--- src/hdl/s_shape_membership_top_macros.svh ---
// ----------------------------------------------------------------------------
// s-shape membership assertion macros
// clocked implication checks used at the end of the top level
// ----------------------------------------------------------------------------
`ifndef S_SHAPE_MEMBERSHIP_TOP_MACROS_SVH
`define S_SHAPE_MEMBERSHIP_TOP_MACROS_SVH

`ifndef ASSERT_OFF
`define SHMF_ASSERT_IMPLY(lbl, clk, rst_n, ante, cons, msg) \
  lbl: assert property (@(posedge clk) disable iff (!(rst_n)) (ante) |-> (cons)) \
    else $error(msg);
`define SHMF_ASSERT_NEXT(lbl, clk, rst_n, ante, cons, msg) \
  lbl: assert property (@(posedge clk) disable iff (!(rst_n)) (ante) |=> (cons)) \
    else $error(msg);
`else
`define SHMF_ASSERT_IMPLY(lbl, clk, rst_n, ante, cons, msg)
`define SHMF_ASSERT_NEXT(lbl, clk, rst_n, ante, cons, msg)
`endif

`endif

--- src/hdl/shmf_delay.sv ---
// ----------------------------------------------------------------------------
// shmf_delay
// fixed-length shift line that keeps sideband data aligned with the datapath
// ----------------------------------------------------------------------------
`timescale 1ns / 1ps

module shmf_delay #(
  parameter int WIDTH = 8,
  parameter int DEPTH = 4
) (
  input  logic             clk_i,
  input  logic [WIDTH-1:0] data_i,
  output logic [WIDTH-1:0] data_o
);

  logic [WIDTH-1:0] tap_q [DEPTH];

  always_ff @(posedge clk_i) begin
    tap_q[0] <= data_i;
  end

  for (genvar k = 1; k < DEPTH; k++) begin : g_tap
    always_ff @(posedge clk_i) begin
      tap_q[k] <= tap_q[k-1];
    end
  end

  assign data_o = tap_q[DEPTH-1];

endmodule

--- config.mk ---
export PLATFORM = sky130hd
export DESIGN_NAME = shmf_delay
export DESIGN_NICKNAME = d
export VERILOG_FILES = /design/src/hdl/s_shape_membership_top_macros.svh /design/src/hdl/shmf_delay.sv
export SDC_FILE = /design/constraint.sdc
export NUM_CORES = 1
export LEC_CHECK = 0
export BUFFER_PORTS_ARGS = -buffer_cell sky130_fd_sc_hd__buf_2
export CORE_MARGIN = 2
export CORE_UTILIZATION = 45
export DETAILED_ROUTE_END_ITERATION = 7
export PLACE_DENSITY = 0.78
export SLEW_MARGIN = 20
export SYNTH_ARGS = -nofsm -noshare
export SYNTH_HDL_FRONTEND = slang
export SYNTH_SLANG_ARGS = --single-unit
--- constraint.sdc ---
create_clock -name clk_i -period 0.8 [get_ports clk_i]
set_input_delay 0 -clock clk_i [delete_from_list [all_inputs] [get_ports clk_i]]
set_output_delay 0 -clock clk_i [all_outputs]
set_load 0.01 [all_outputs]
Word level (Yosys, flattened, before mapping):

Memory sizes are Yosys's and may differ from the RTL's.
Index checks and enable logic that the tools add are counted.

* flip-flop bits (word level): 0
* memory bits (writable): 32
* memories: 1
* logic and storage cells: 1
* bits of input ports: 9
* output and inout bits: 8

Memories
* tap_q: words 4, bits a word 8, read ports 4, clocked after Yosys merged registers in 0, write ports 4, line shmf_delay.sv:16 `logic [WIDTH-1:0] tap_q [DEPTH];`

Logic depth before layout (Yosys ltp):

* word-level depth: 0
* gate-level depth with buffers: 0
* gate-level depth less buffers: 0

Least setup slack after synthesis:

No wires, ideal clock.

* path kind: register to register
* start point: memory tap_q[0][0]
* end point: memory tap_q[1][0]
* path buffers: 0
* stages on the path, launching flop included: 1
* setup slack: 0.420 ns
* data arrival time: 0.269 ns
* path through: dfxtp_1

RTL lines (line)
* start, declared: shmf_delay.sv:16

==> key figures <==
Critical path
  • Worst-path cell chain: buf_2
  • CP arrival: around 0.73 ns
  • Critical Path End Type: primary output
  • Family with the most delay on the worst path: flip-flops
  • Worst path required time: approximately 0.8 ns
  • Worst Setup Path Type: flop to primary output
  • Crit Path Max Fanout: 1
  • CP max stage delay: around 0.32 ns
  • Critical Path Start Type: flop
  • Max stage delay cell, worst path: dfxtp_1
  • Buf/Inv on CP: 1

Pwr
  • Sw Pwr: slightly below 0.0005 W
  • Maximum vdd drop: roughly 0.0016 V
  • Leakage: 0.399 nW
  • Power density cells: 3010 nW/um2
  • Switching portion of total power: 0.183
  • Combinational fraction of design power: 0.030
  • Flop pwr share: 0.639
  • Clock power share: 0.331
  • Pint: 0.00216 W

Clocking
  • TritonCTS clock tree: built
  • Total CTS buffers: 5
  • Root Buffer: clkbuf_4
  • Clock sinks: 32
  • H-tree level count: 2
  • Post-CTS sizing: 0
  • Clk buf depth: 2
  • Clock transition at the registers of the reported paths: 0.08 ns
  • Postcts setup bufs: 0
  • Clock latency on the worst-skew pair: about 0.3 ns

Logic synthesis
  • Top cell type by total area after synthesis: dfxtp_1
  • Ranking of synthesized cells by area: dfxtp_1
  • Post-synthesis sequential area ratio: 1.00
  • Ys Warns: 0
  • Avg Cell Area, Syn: between 20 and 25 um2
  • Area fraction of the dominant cell type after synthesis: 1.00
  • Net Count, Synth: just over 40
  • Post-synth cell types: 1
  • Syn Std Cell Area: about 640 um2
  • Post-Synthesis Cells: 32
  • #FFs+latches synth: 32

Finish
  • Commonest non-fill, non-tap cells in the layout: dfxtp_1, buf_2, dlygate4sd3_1, clkbuf_4, clkbuf_1
  • Layout cell share with drive strength beyond 1: 0.344
  • Count of multi-input gates: 0
  • Final nets: 72
  • Biggest regs: tap_q x32
  • Max FFs per register: 32
  • Ant diodes: 0
  • Area occupied by multi-input gates: 0 um2
  • Final Instance Count excl. Fillers: slightly below 80
  • Most common cell after layout, fill and taps aside: dfxtp_1
  • Final instance area: between 800 and 900 um2
  • Largest register by flop count: tap_q
  • Synthesis-to-finish area growth: 37.1%

Route
  • Drt first pass iters: 2
  • Remaining antenna violation count after routing: 0
  • DR iter-0 viols: 3
  • DRC: 0
  • Via density: approximately 3.9
  • Vias after detailed routing: 305
  • Avg WL per Cell: ~8.3 um
  • Final wirelength: 659 um

STA
  • Endpoints failing hold: 0
  • Post-Route Skew: 0.00166 ns
  • Rel. slew slack: 0.945
  • Fmax: between 1 and 1.5 GHz
  • Max-slew violations: 0
  • Setup_tns: 0 ns
  • RSZ-0062 raised after global routing: no
  • Post-layout minimum cycle time: roughly 0.73 ns
  • Fin crit share: 0.917
  • Final setup fails: 0
  • Worst-Margin Slew: ~0.083 ns

Die
  • Rows: 13
  • Die Width: 41.7 um
  • Die Ht: 41.7 um
  • Initial Util: 0.486
  • Core Region: roughly 1300 um2
  • Num ports: 17
  • Full die area: around 1700 um2

Min path
  • HP Class: input pin to flop

Global route
  • Vias in the first global route: ~320
  • Global Route Usage Sum: 0.114
  • Largest net degree at the start of global routing: 10
  • Initial antenna violation count: 0
  • GRT overflow: 0
  • First-pass GRT wire length: 1.36 mm

Flow run
  • Max-cap violations: 0

Placement
  • Placed Cells: 63
  • Post-DP Area: ~740 um2
  • PortBufs: 16
  • Gpl congestion: between 0.5 and 0.6

Status
  • Status: finished clean
logic make-up (layout without fill, tap and decap cells):
family                 after synthesis  in the layout  share of synthesized area
DFF                                 32             32                       1.00
buffers and inverters                0             32                          0
stage by stage:
stage / setup WS (ns) / utilization / power [W] / hold slack (ns)
after floorplan: 0.420 / - / 0.00174 / 0.0277
after global placement: 0.403 / 0.561 / 0.00177 / 0.102
after detailed placement: 0.392 / 0.561 / 0.00178 / 0.104
after CTS: 0.0441 / 0.667 / 0.00268 / 0.309
after global routing: 0.00833 / 0.667 / 0.00278 / 0.314
final: 0.0665 / 0.667 / 0.00265 / 0.327
routing by layer:
| layer | global-route usage | vias to the layer above | part of all wire |
|---|---|---|---|
| met3 | 0.0783 | 0 | 0.094 |
| met4 | 0.0774 | 0 | 0 |
| met1 | 0.115 | 129 | 0.44 |
| met5 | 0 | - | 0 |
| li1 | - | 160 | - |
| met2 | 0.166 | 16 | 0.47 |
cell usage after synthesis:
library cell / instances
dfxtp_1: 32
cell type report:
cell class	instances	area, um2
timing repair buffer	24	160
sequential	32	641
tap	15	18.8
clock buffer	8	58.8
fill	94	439
power groups by stage:
| stage | combinational, W | clock (W) | sequential (W) |
|---|---|---|---|
| after floorplan | 0 | 0 | 0.00174 |
| after global placement | 0.0000479 | 0 | 0.00173 |
| after CTS | 0.0000780 | 0.000907 | 0.00169 |
| after detailed placement | 0.0000487 | 0 | 0.00173 |
| final | 0.0000797 | 0.000874 | 0.00169 |
| after global routing | 0.0000867 | 0.000987 | 0.00171 |
worst paths after layout:
path	startpoint	end	slack (ns)	cells past startpoint
worst max-delay path	tap_q[3][3]	data_o[3]	0.07	1
worst min-delay path	data_i[3]	tap_q[0][3]	0.33	2
worst max register to register	tap_q[0][3]	tap_q[1][3]	0.39	0
worst min register to register	tap_q[2][7]	tap_q[3][7]	0.33	0
repair_timing:
item	in CTS	in global routing
hold buffers	8	0
endpoints found under the setup margin	0	0
endpoints found under the hold margin	8	0
(Power assumes the default switching activity.)
