[config.mk]
export PLATFORM = sky130hd
export DESIGN_NAME = shmf_div_pipe
export DESIGN_NICKNAME = d
export VERILOG_FILES = /design/src/hdl/s_shape_membership_top_macros.svh /design/src/hdl/shmf_div_pipe.sv
export SDC_FILE = /design/constraint.sdc
export NUM_CORES = 2
export LEC_CHECK = 0
export BUFFER_PORTS_ARGS = -buffer_cell sky130_fd_sc_hd__buf_2
export CAP_MARGIN = 20
export CORE_MARGIN = 3
export CORE_UTILIZATION = 50
export CTS_CLUSTER_DIAMETER = 50
export DETAILED_ROUTE_END_ITERATION = 6
export PLACE_DENSITY_LB_ADDON = 0.08
export SETUP_SLACK_MARGIN = 0.2
export SYNTH_ARGS = -nofsm -noshare
export SYNTH_HDL_FRONTEND = slang
export SYNTH_SLANG_ARGS = --single-unit
[constraint.sdc]
create_clock -name clk_i -period 4.9 [get_ports clk_i]
set_input_delay 0.98 -clock clk_i [delete_from_list [all_inputs] [get_ports clk_i]]
set_output_delay 0.98 -clock clk_i [all_outputs]
set_load 0.01 [all_outputs]
[src/hdl/s_shape_membership_top_macros.svh]
// ----------------------------------------------------------------------------
// s-shape membership assertion macros
// clocked implication checks used at the end of the top level
// ----------------------------------------------------------------------------
`ifndef S_SHAPE_MEMBERSHIP_TOP_MACROS_SVH
`define S_SHAPE_MEMBERSHIP_TOP_MACROS_SVH

`ifndef ASSERT_OFF
`define SHMF_ASSERT_IMPLY(lbl, clk, rst_n, ante, cons, msg) \
  lbl: assert property (@(posedge clk) disable iff (!(rst_n)) (ante) |-> (cons)) \
    else $error(msg);
`define SHMF_ASSERT_NEXT(lbl, clk, rst_n, ante, cons, msg) \
  lbl: assert property (@(posedge clk) disable iff (!(rst_n)) (ante) |=> (cons)) \
    else $error(msg);
`else
`define SHMF_ASSERT_IMPLY(lbl, clk, rst_n, ante, cons, msg)
`define SHMF_ASSERT_NEXT(lbl, clk, rst_n, ante, cons, msg)
`endif

`endif

[src/hdl/shmf_div_pipe.sv]
// ----------------------------------------------------------------------------
// shmf_div_pipe
// restoring divider, one quotient bit per register stage, dividend below divisor
// ----------------------------------------------------------------------------
`timescale 1ns / 1ps

module shmf_div_pipe #(
  parameter int DIV_W  = 33,
  parameter int Q_BITS = 24
) (
  input  logic              clk_i,
  input  logic [DIV_W-1:0]  rem_i,
  input  logic [DIV_W-1:0]  div_i,
  output logic [Q_BITS-1:0] quo_o
);

  logic [DIV_W-1:0]  rem_q [Q_BITS];
  logic [DIV_W-1:0]  div_q [Q_BITS];
  logic [Q_BITS-1:0] quo_q [Q_BITS];

  for (genvar k = 0; k < Q_BITS; k++) begin : g_step
    logic [DIV_W-1:0]  rem_in;
    logic [DIV_W-1:0]  div_in;
    logic [Q_BITS-1:0] quo_in;
    logic [DIV_W:0]    shifted;
    logic [DIV_W:0]    diff;
    logic              ge;

    if (k == 0) begin : g_first
      assign rem_in = rem_i;
      assign div_in = div_i;
      assign quo_in = '0;
    end else begin : g_next
      assign rem_in = rem_q[k-1];
      assign div_in = div_q[k-1];
      assign quo_in = quo_q[k-1];
    end

    always_comb begin
      shifted = {rem_in, 1'b0};
      diff    = shifted - {1'b0, div_in};
      ge      = (shifted >= {1'b0, div_in});
    end

    always_ff @(posedge clk_i) begin
      rem_q[k] <= ge ? diff[DIV_W-1:0] : shifted[DIV_W-1:0];
      div_q[k] <= div_in;
      quo_q[k] <= {quo_in[Q_BITS-2:0], ge};
    end
  end

  assign quo_o = quo_q[Q_BITS-1];

endmodule

## Word level (Yosys, flattened, before mapping)

Memory sizes are Yosys's and may differ from the RTL's.
Index checks and enable logic that the tools add are counted.

| operators by class | value |
|---|---|
| add/subtract/negate cells | 24 |
| order comparisons | 24 |
| muxes and demuxes | 24 |

Operators with widths:

| cell | number |
|---|---|
| 34-bit by 33-bit >= comparator with 1-bit output | 24 |
| 33-bit 2-to-1 mux | 24 |
| 33-bit subtractor | 24 |

| storage, ports and cells | value |
|---|---|
| flip-flop bits (word level) | 0 |
| memory bits (writable) | 2,160 |
| input port bits | 67 |
| memories kept | 3 |
| word-level logic and storage cells | 75 |
| output and inout bits | 24 |

Memories:

| name | depth | width | read ports | clocked after Yosys merged registers in | wr ports | RTL line | RTL |
|---|---|---|---|---|---|---|---|
| div_q | 24 | 33 | 23 | 0 | 24 | shmf_div_pipe.sv:18 | `logic [DIV_W-1:0] div_q [Q_BITS];` |
| rem_q | 24 | 33 | 23 | 0 | 24 | shmf_div_pipe.sv:17 | `logic [DIV_W-1:0] rem_q [Q_BITS];` |
| quo_q | 24 | 24 | 24 | 0 | 24 | shmf_div_pipe.sv:19 | `logic [Q_BITS-1:0] quo_q [Q_BITS];` |

## Logic depth before layout (Yosys ltp)

An unclocked memory read counts as a cell.

| logic depth | value |
|---|---|
| depth in word-level cells | 3 |
| gate-level depth with buffers | 15 |
| gate-level depth less buffers | 14 |

## Least setup slack after synthesis

No wires, ideal clock.

| path | value |
|---|---|
| path type | input port to flip-flop |
| from | in div_i[2] |
| to | mem rem_q[0][25] |
| arrival time | 3,382 ps |
| path buffers | 2 |
| setup slack | 1,431 ps |
| required time | 4,813 ps |
| stages | 13 |
| library setup time | 87 ps |
| cell sequence | inv_1 -> ha_1 -> nor2b_1 -> o21ai_0 -> nand2b_1 -> a221oi_1 -> o311ai_1 -> and2_1 -> a41oi_1 -> buf_2 -> buf_1 -> nand2_1 -> o31ai_1 |

RTL lines:

| element | RTL line | RTL |
|---|---|---|
| from (decl) | shmf_div_pipe.sv:13 | `input logic [DIV_W-1:0] div_i,` |
| to (decl) | shmf_div_pipe.sv:17 |  |

==> results.json <==
{
  "rows": 152,
  "cts_root_buffer": "clkbuf_16",
  "start_util_pct": 50.6,
  "yosys.area.top_type": "dfxtp_1",
  "insertion_delay_ns": 0.86,
  "hold_start": "div_i[3]",
  "cts_max_level": 4,
  "ys_ff_latch": 1818,
  "remaining_drc_errors": 0,
  "period_minus_slack_ns": 4.21,
  "netlist-cell-type-count": 99,
  "critical_path_buf_inv_count": 2,
  "die_w_um": 424,
  "powerDensity_nw_per_um2": 790,
  "crit_type": "flip-flop to flip-flop",
  "slowest_delay_ns": 0.70,
  "clkSlewWorstSetupHoldPaths_ns": 0.06,
  "clock-sinks": 1818,
  "post_route_cells_drive_above_1_share_pct": 8.46,
  "gp_congestion": 0.910,
  "avgViaCountPerCell": 5.50,
  "critPathRequiredTime_ns": 5.63,
  "areaGrowthSynthToFinish_pct": 11.8,
  "hold_viol_final": 0,
  "arrival_ns": 4.94,
  "wl_per_cell_um": 18.1,
  "crit_family": "simple AND/OR/NAND/NOR gates",
  "fin_skew_ns": 0.0304,
  "cap_violations": 0,
  "grt_pass1_vias": 65200,
  "slew_viol_final": 0,
  "synthMostInstantiatedCell": "dfxtp_1",
  "setup_viol": 0,
  "cp_max_fo": 57,
  "vias": 67500,
  "slew_headroom_pct": 22.4,
  "syn_nets": 10600,
  "cts_tree": "built",
  "cts_resized": 0,
  "r2r_start": "div_q[0][117]",
  "io_pins": 91,
  "worst_ir_drop_vdd_uv": 463,
  "leakagePower_uw": 0.0454,
  "start_kind": "flip-flop",
  "synth_warnings": 0,
  "dieHeight_um": 424,
  "crit_start": "div_q[0][117]",
  "min_path_type": "primary input to flip-flop",
  "cts_setup_buffers": 0,
  "netlist_area_sq_um": 87400,
  "track_usage_pct": 24.3,
  "diodes": 0,
  "post_synth.cell_area_avg_sq_um": 9.03,
  "period_share_pct": 85.9,
  "yosysSeqAreaShare_pct": 41.6,
  "io_buffers": 90,
  "async_flop_share_pct": 0,
  "postPlaceCellArea_sq_um": 90400,
  "synthCells": 9687,
  "final_cell_area_sq_um": 97800,
  "worst_pin_slew_ns": 1.15,
  "yosys-top-cells-count": "dfxtp_1 (1818), inv_1 (1012), a21oi_1 (815)",
  "synth_edf_count": 0,
  "final.setup.tns_ns": 0,
  "firstDrtPassIters": 6,
  "hold_buffers": 0,
  "final_antenna_net_count": 0,
  "grt_max_degree": 64,
  "nNetsFinal": 10700,
  "rsz0062_at_grt": "false",
  "cp_slowest_cell": "nor3b_1",
  "yosysTopAreaCellShare_pct": 41.6,
  "cts_buffers": 206,
  "run_status": "complete, no violations",
  "synth_area_leaders": "dfxtp_1 (42%), ha_1 (11%), a21oi_1 (4.7%)",
  "ys.flop_type": "dfxtp_1",
  "timing.fmax_ghz": 0.238,
  "core_area_sq_um": 173000,
  "cts_buffer_depth": 3,
  "crit_path_end_kind": "flip-flop",
  "gr-total-overflow": 0,
  "grt_pass1_wl_mm": 354,
  "crit_chain": "inv_1 > ha_1 > and3_1 > nor3b_1 > nand3_1 > o21ai_0 > o21ai_1 > o31ai_4 > buf_4 > mux2_2",
  "routed_wl_mm": 222,
  "die-area_sq_um": 180000,
  "antenna_found_initial": 2,
  "hpwlAfterDp_mm": 175,
  "drt_iter0_markers": 5164
}
-- metal layers --
metal  vias to the layer above  routed length, um  part of all wire (%)  track usage [%]
li1                      33800                  -                     -                -
met1                     31700             103000                    46             32.6
met2                      1560             102000                    46             40.2
met3                       400              10200                   4.6             3.34
met4                         0               6660                   3.0             7.91
met5                         -                  0                     0                0
-- registers in the layout, indices dropped and copies added (netlist names) --
| register | cells |
|---|---|
| div_q | 759 |
| quo_q | 300 |
| rem_q | 759 |
-- cell families after synthesis --
kind of cell / share of synthesized area (%)
buffers and inverters: 5.56
xor gates and xnor gates: 6.24
DFF: 41.6
AOI/OAI and AO/OA: 19.1
and+or+nand+nor: 12.0
muxes: 3.67
adders and majority gates: 11.8
-- worst reg2reg max path: cells and delay by family, from the launching register on --
family | cells | cell delay (ns)
multiplexers | 1 | 0.48
AND/OR/NAND/NOR | 3 | 1.17
buffers and inverters | 2 | 0.58
adder cells (fa/ha/maj) | 1 | 0.38
AO/OA/AOI/OAI | 3 | 1.14
flip-flops | 1 | 0.35
-- area by class of cell --
type	instances	area (sq um)
fill	15600	74900
multi-input combinational	6605	46400
sequential	1818	36400
clock buffer	261	5660
inverter	1014	3810
tap	2310	2890
clock inverter	129	1750
timing repair buffer	136	921
-- where the power goes --
group	leakage, uW	switching (uW)	total [uW]	internal [uW]
sequential	0.0153	2960	22900	20000
combinational	0.0265	21500	38100	16700
clock	0.00359	6540	16200	9710
-- metrics by stage --
step / instances / hold WS (ns) / worst slack (ns) / util (%) / total power (uW)
6_report: 12300 / 0.245 / 0.690 / 56.6 / 77300
5_1_grt: 12300 / 0.194 / 0.503 / 56.6 / 83300
4_1_cts: 12300 / 0.156 / 0.900 / 56.6 / 77600
3_5_place_dp: 11900 / 0.312 / 0.718 / 52.3 / 60800
3_3_place_gp: 11900 / 0.310 / 0.718 / 52.3 / 60400
2_1_floorplan: 9687 / 0.310 / 1.43 / - / 51400
-- path summary, 6_finish.rpt --
check | end | slack (ns) | depth (start not counted)
max | rem_q[1][6] | 0.69 | 10
min | div_q[0][3] | 0.24 | 1
max reg2reg | rem_q[1][6] | 0.69 | 10
min reg2reg | quo_q[2][2] | 0.31 | 0
-- cells in the final DEF, fill, tap and decap left out, types with 42 or more instances in the layout --
cell       netlist  final
o31ai_1         58     57
a31oi_1         91     89
nand2b_1       107    107
nor3_1         129    129
inv_1         1012   1012
o21a_1          99     98
buf_2           34     90
o21bai_1       109    109
nand2_1        720    720
o21ai_0        658    658
and3_1          88     88
xnor2_1        367    367
ha_1           791    791
xor2_1         256    256
clkinv_2         0     42
clkbuf_16        0    207
dfxtp_1       1818   1818
nand3_1        144    142
a21oi_1        815    815
mux2_2         206    206
nand4_1        136    136
o211ai_1        49     49
a21o_1         396    395
nor2b_1        107    107
nor2_1         586    585
a211oi_1        66     66
(Power assumes the default switching activity.)
