## src/hdl/s_shape_membership_top_macros.svh

```systemverilog
// ----------------------------------------------------------------------------
// s-shape membership assertion macros
// clocked implication checks used at the end of the top level
// ----------------------------------------------------------------------------
`ifndef S_SHAPE_MEMBERSHIP_TOP_MACROS_SVH
`define S_SHAPE_MEMBERSHIP_TOP_MACROS_SVH

`ifndef ASSERT_OFF
`define SHMF_ASSERT_IMPLY(lbl, clk, rst_n, ante, cons, msg) \
  lbl: assert property (@(posedge clk) disable iff (!(rst_n)) (ante) |-> (cons)) \
    else $error(msg);
`define SHMF_ASSERT_NEXT(lbl, clk, rst_n, ante, cons, msg) \
  lbl: assert property (@(posedge clk) disable iff (!(rst_n)) (ante) |=> (cons)) \
    else $error(msg);
`else
`define SHMF_ASSERT_IMPLY(lbl, clk, rst_n, ante, cons, msg)
`define SHMF_ASSERT_NEXT(lbl, clk, rst_n, ante, cons, msg)
`endif

`endif

```

## src/hdl/shmf_sqrt_pipe.sv

```systemverilog
// ----------------------------------------------------------------------------
// shmf_sqrt_pipe
// digit-by-digit integer square root, one root bit per register stage
// ----------------------------------------------------------------------------
`timescale 1ns / 1ps

module shmf_sqrt_pipe #(
  parameter int ROOT_W = 24
) (
  input  logic                  clk_i,
  input  logic [2*ROOT_W-1:0]   rad_i,
  output logic [ROOT_W-1:0]     root_o
);

  logic [2*ROOT_W-1:0] rad_q  [ROOT_W-1];
  logic [ROOT_W+1:0]   rem_q  [ROOT_W];
  logic [ROOT_W-1:0]   root_q [ROOT_W];

  for (genvar k = 0; k < ROOT_W; k++) begin : g_step
    logic [2*ROOT_W-1:0] rad_in;
    logic [ROOT_W+1:0]   rem_in;
    logic [ROOT_W-1:0]   root_in;
    logic [ROOT_W+3:0]   cur;
    logic [ROOT_W+3:0]   trial;
    logic [ROOT_W+3:0]   diff;
    logic                ge;

    if (k == 0) begin : g_first
      assign rad_in  = rad_i;
      assign rem_in  = '0;
      assign root_in = '0;
    end else begin : g_next
      assign rad_in  = rad_q[k-1];
      assign rem_in  = rem_q[k-1];
      assign root_in = root_q[k-1];
    end

    always_comb begin
      // bring down the next two radicand bits
      cur   = {rem_in, rad_in[2*ROOT_W-1 -: 2]};
      trial = {2'b00, root_in, 2'b01};
      diff  = cur - trial;
      ge    = (cur >= trial);
    end

    always_ff @(posedge clk_i) begin
      rem_q[k]  <= ge ? diff[ROOT_W+1:0] : cur[ROOT_W+1:0];
      root_q[k] <= {root_in[ROOT_W-2:0], ge};
    end

    if (k < ROOT_W - 1) begin : g_rad
      always_ff @(posedge clk_i) begin
        rad_q[k] <= {rad_in[2*ROOT_W-3:0], 2'b00};
      end
    end
  end

  assign root_o = root_q[ROOT_W-1];

endmodule

```

## config.mk

```make
export PLATFORM = sky130hd
export DESIGN_NAME = shmf_sqrt_pipe
export DESIGN_NICKNAME = d
export VERILOG_FILES = /design/src/hdl/s_shape_membership_top_macros.svh /design/src/hdl/shmf_sqrt_pipe.sv
export SDC_FILE = /design/constraint.sdc
export NUM_CORES = 2
export LEC_CHECK = 0
export BUFFER_PORTS_ARGS = -buffer_cell sky130_fd_sc_hd__buf_2
export CORE_ASPECT_RATIO = 1.1
export CORE_MARGIN = 2
export CORE_UTILIZATION = 55
export CTS_CLUSTER_DIAMETER = 100
export DETAILED_ROUTE_END_ITERATION = 8
export GPL_ROUTABILITY_DRIVEN = 0
export PLACE_DENSITY_LB_ADDON = 0.12
export SYNTH_ARGS = -nofsm -noshare
export SYNTH_HDL_FRONTEND = slang
export SYNTH_SLANG_ARGS = --single-unit
```

## constraint.sdc

```tcl
create_clock -name clk_i -period 8.3 [get_ports clk_i]
set_clock_uncertainty 0.05 [all_clocks]
set_input_delay 0.415 -clock clk_i [delete_from_list [all_inputs] [get_ports clk_i]]
set_output_delay 0.415 -clock clk_i [all_outputs]
set_load 0.05 [all_outputs]
```

# --- Yosys cells after proc, flatten, opt, wreduce, memory -nomap -nowiden ---
# Memories as Yosys holds them, arrays and structs flattened.
# Cells that the tools add are included.
word_totals:
  word_cells: 75
  out_inout_bits: 24
  in_bits: 49
  register_bits: 0
  mem_bits_rw: 2258
  memories: 3
memory_table:
  columns: ["name", "words", "word_bits", "read_ports", "rd_clocked_by_memory_dff", "write_ports", "line", "rtl"]
  rows:
  - ["rad_q", 23, 46, 23, 0, 23, "shmf_sqrt_pipe.sv:15", "logic [2*ROOT_W-1:0] rad_q [ROOT_W-1];"]
  - ["rem_q", 24, 26, 23, 0, 24, "shmf_sqrt_pipe.sv:16", "logic [ROOT_W+1:0] rem_q [ROOT_W];"]
  - ["root_q", 24, 24, 24, 0, 24, "shmf_sqrt_pipe.sv:17", "logic [ROOT_W-1:0] root_q [ROOT_W];"]
op_classes:
  muxes: 24
  order_cmp: 24
  addsub: 24
op_table:
  columns: ["cell", "n"]
  rows:
  - ["28-bit by 26-bit greater-or-equal comparator with 1-bit output", 23]
  - ["26-bit two-way mux", 24]
  - ["26-bit subtractor", 23]
  - ["2-bit by 1-bit subtractor with 3-bit output (second input constant)", 1]
  - ["2-bit by 1-bit greater-or-equal comparator with 1-bit output (second input constant)", 1]

# --- Longest topological paths before layout ---
# An unclocked memory read counts as a cell.
logic_depth:
  ltp_word: 3
  mapped_depth: 15
  ltp_nobuf: 12

# --- Worst setup path before layout ---
# Ideal clock, no wire load.
synth_timing:
  kind: "register to register"
  from: "mem root_q[5][5]"
  to: "mem rem_q[0][163] (netlist name)"
  required_time_ns: 8.129
  arrival_ns: 2.895
  synth_period_minus_slack_ns: 3.066
  path_buffers: 2
  setup_ns: 0.121
  setup_slack_ns: 5.234
  stages_incl_launch_ff: 12
  cell_sequence: "dfxtp_1 -> inv_1 -> ha_1 -> a211o_1 -> or4_4 -> or3_4 -> or4_1 -> buf_2 -> inv_2 -> nand3_2 -> buf_6 -> mux2_4"
synth_rtl:
  columns: ["item", "line"]
  rows:
  - ["start, declared", "shmf_sqrt_pipe.sv:17"]
  - ["end, declared", "shmf_sqrt_pipe.sv:16"]

==> run_results.csv <==
group,metric,value,unit
status,outcome,"finished, final reports clean",
critical_path,worstPathBufferInverterCount,2,
global_route,grtUsageMet2,38.7,%
sta,report.final.setup_viol,0,
global_route,grt_max_degree,40,
yosys,yosys_most_used_dff,"dfxtp_1",
sta,worst_pin_slew,1.12,ns
run,drv_cap,0,
yosys,synth_enable_flop_cells,0,
die,die_y,326,um
yosys,synth-async-reset-ratio,0,%
global_route,grt_remaining_overflow,0,
die,ios,73,
critical_path,cp_data_required_time,8.86,ns
critical_path,end_kind,"register",
yosys,synth_area,51800,um2
route,vias,34800,
layout,area_delta_synth_final,13.1,%
die,coreArea,93800,um2
die,die_w,297,um
route,ant_nets,0,
die,fp-row-count,118,
layout,drive_gt1_share,7.14,%
global_route,met1_usage,24.0,%
global_route,grt-busiest-layer,"met2",
layout,fillers,7673,
sta,slew-limit-headroom,24.9,%
yosys,syn_area_per_cell,10.2,um2
critical_path,cp_slowest_cell,"clkinv_1",
sta,setup_tns,0,ns
yosys,yosysTopAreaCell,"dfxtp_1",
sta,fmax,221,MHz
sta,rsz0062_at_grt,"false",
yosys,ys_ff_latch,1415,
sta,slew_viol_final,0,
yosys,postSynthCellCount,5089,
layout,final_common_cell,"dfxtp_1",
power_and_ir_drop,fin_total_pwr,0.0180,W
power_and_ir_drop,power_leakage,27.3,nW
clock_tree,clkSlewWorstSetupHoldPaths,0.06,ns
critical_path,cp_max_fo,26,
clock_tree,cts_sinks,1415,
place,dpl.hpwl,77200,um
global_route,grt_antenna_before_repair,0,
layout,antenna_cells,0,
die,dieArea,96700,um2
route,wl_per_cell,15.5,um
yosys,synth_warnings,0,
yosys,ys_seq_area_share,54.6,%
critical_path,startpoint_type,"register",
power_and_ir_drop,p_int,0.0129,W
place,port_buffers,72,
yosys,syn_nets,5464,
global_route,grt_pass1_vias,34300,
global_route,grt_use_total,21.2,%
sta,finalHoldViolCount,0,
clock_tree,clk_latency,0.75,ns
power_and_ir_drop,power.density,307,nW/um2
critical_path,arrival,5.09,ns
yosys,ys_types,93,
route,routed_wl,103000,um
hold_path,min-delay-path-class,"in2reg",
global_route,gr-usage-met3,3.21,%
power_and_ir_drop,p_clk_share,34.7,%
route,firstDrtPassIters,5,
critical_path,crit_chain,"inv_1 -> ha_1 -> nor2b_1 -> o31ai_1 -> a21oi_1 -> a221o_1 -> a21oi_1 -> o31a_1 -> clkinv_1 -> and4b_1 -> xor2_1",
route,vias_per_cell,5.26,
power_and_ir_drop,p_switching,0.00507,W
power_and_ir_drop,power_frac_comb,16.5,%
sta,period_minus_slack,4.52,ns
layout,final_util,62.5,%
yosys,synthTopCellsByArea,"dfxtp_1 55%, ha_1 7.9%, xnor2_1 3.8%",
route,drc_errors,0,
die,start_util,55.3,%
clock_tree,post_cts.repair.setup_buffers,0,
global_route,grt_pass1_wl,168000,um
power_and_ir_drop,ir_worst_vdd,0.205,mV
clock_tree,clk_path_buf_depth,3,
sta,period_share,54.5,%
clock_tree,cts_max_level,4,
sta,hold_slack,0.252,ns
critical_path,critPathKind,"reg2reg",
clock_tree,cts_tree,"built",
layout,final_cell_mix,"1415 x dfxtp_1, 420 x inv_1, 350 x nand2_1",
critical_path,cpPeakStageDelay,0.91,ns
clock_tree,cts_made_buffers,139,
yosys,synth_top_area_share,54.6,%
power_and_ir_drop,p_seq_share,48.8,%
clock_tree,cts_root_buf,"clkbuf_16",
critical_path,cpMostUsedCell,"a21oi_1",
critical_path,cpLargestDelayFamily,"compound AO/OA/AOI/OAI gates",
power_and_ir_drop,switching_share,28.2,%
layout,layout.nets,5637,
route,first_iter_violations,1695,
layout make-up:
type                    instances  area, um2  area share, %
clock buffers                 190       3950           6.74
flip-flops and latches       1415      28300           48.3
clock inverters                52        703           1.20
repair buffers                129        911           1.55
inverters                     425       1600           2.72
multi-input cells            3152      21600           36.8
well taps                    1260       1580           2.69
cell usage after synthesis, drive strengths merged (10+ instances only):
cell type and n:
a211oi 40, a21boi 12, nor3b 17, or4 37, a21oi 286, o21a 67, a21o 113, a31oi 33
nand4 57, and4 15, o21bai 17, dfxtp 1415, nand3 89, nor2 272, o21ai 273, or3 42
xor2 222, or2 28, nor4 71, o2111ai 12, nand4b 10, mux2 23, and2 26, nor2b 58
a211o 13, nand3b 16, nand2 350, o211ai 17, a2111oi 13, nand2b 54, and3 33, buf 13
nor3 127, clkbuf 84, xnor2 223, inv 422, ha 326, o31ai 38
sequential cells by signal, indices dropped and copies added, names as in the netlist:
register / cells
root_q: 300
rem_q: 563
rad_q: 552
kinds of logic after synthesis:
logic type      synth area share, %
mux                           0.681
fa+ha+maj                      7.87
flops                          54.6
compound gates                 12.5
simple gates                   12.9
other cells                 0.00723
xor+xnor                       7.52
buf+inv                        3.83
final timing paths:
kind	start	to	slack, ns	cells after the start
worst max-delay path	root_q[19][0]	rem_q[2][128]	3.78	11
worst min-delay path	rad_i[28]	rad_q[0][28]	0.25	2
worst max register to register	root_q[19][0]	rem_q[2][128]	3.78	11
worst min register to register	rad_q[0][250]	rad_q[0][298]	0.26	0
routing by layer:
metal / wire length (um) / part of all wire [%]
met1: 42800 / 42
met2: 52400 / 51
met3: 3260 / 3.2
met4: 4560 / 4.4
met5: 0 / 0
power groups by stage:
stage	registers (W)	logic, W	clock network (W)
floorplan	0.00863	0.00234	0
global placement	0.00892	0.00290	0
detailed placement	0.00893	0.00294	0
CTS	0.00879	0.00298	0.00640
global route	0.00891	0.00334	0.00667
finish	0.00879	0.00297	0.00623
metrics by stage:
| step | cell area [um2] | worst slack [ns] | cells |
|---|---|---|---|
| final | 58600 | 3.78 | 6623 |
| after global routing | 58600 | 3.48 | 6623 |
| after CTS | 58600 | 3.78 | 6623 |
| after floorplan | 51800 | 5.23 | 5089 |
| after detailed placement | 53500 | 3.81 | 6332 |
| after global placement | 53500 | 3.92 | 6332 |
timing repair:
action,4_1_cts,5_1_grt
setup endpoints to repair,0,0
hold endpoints to repair,49,0
hold buffers,49,0
gates resized for setup,0,0
(Power assumes the default switching activity.)
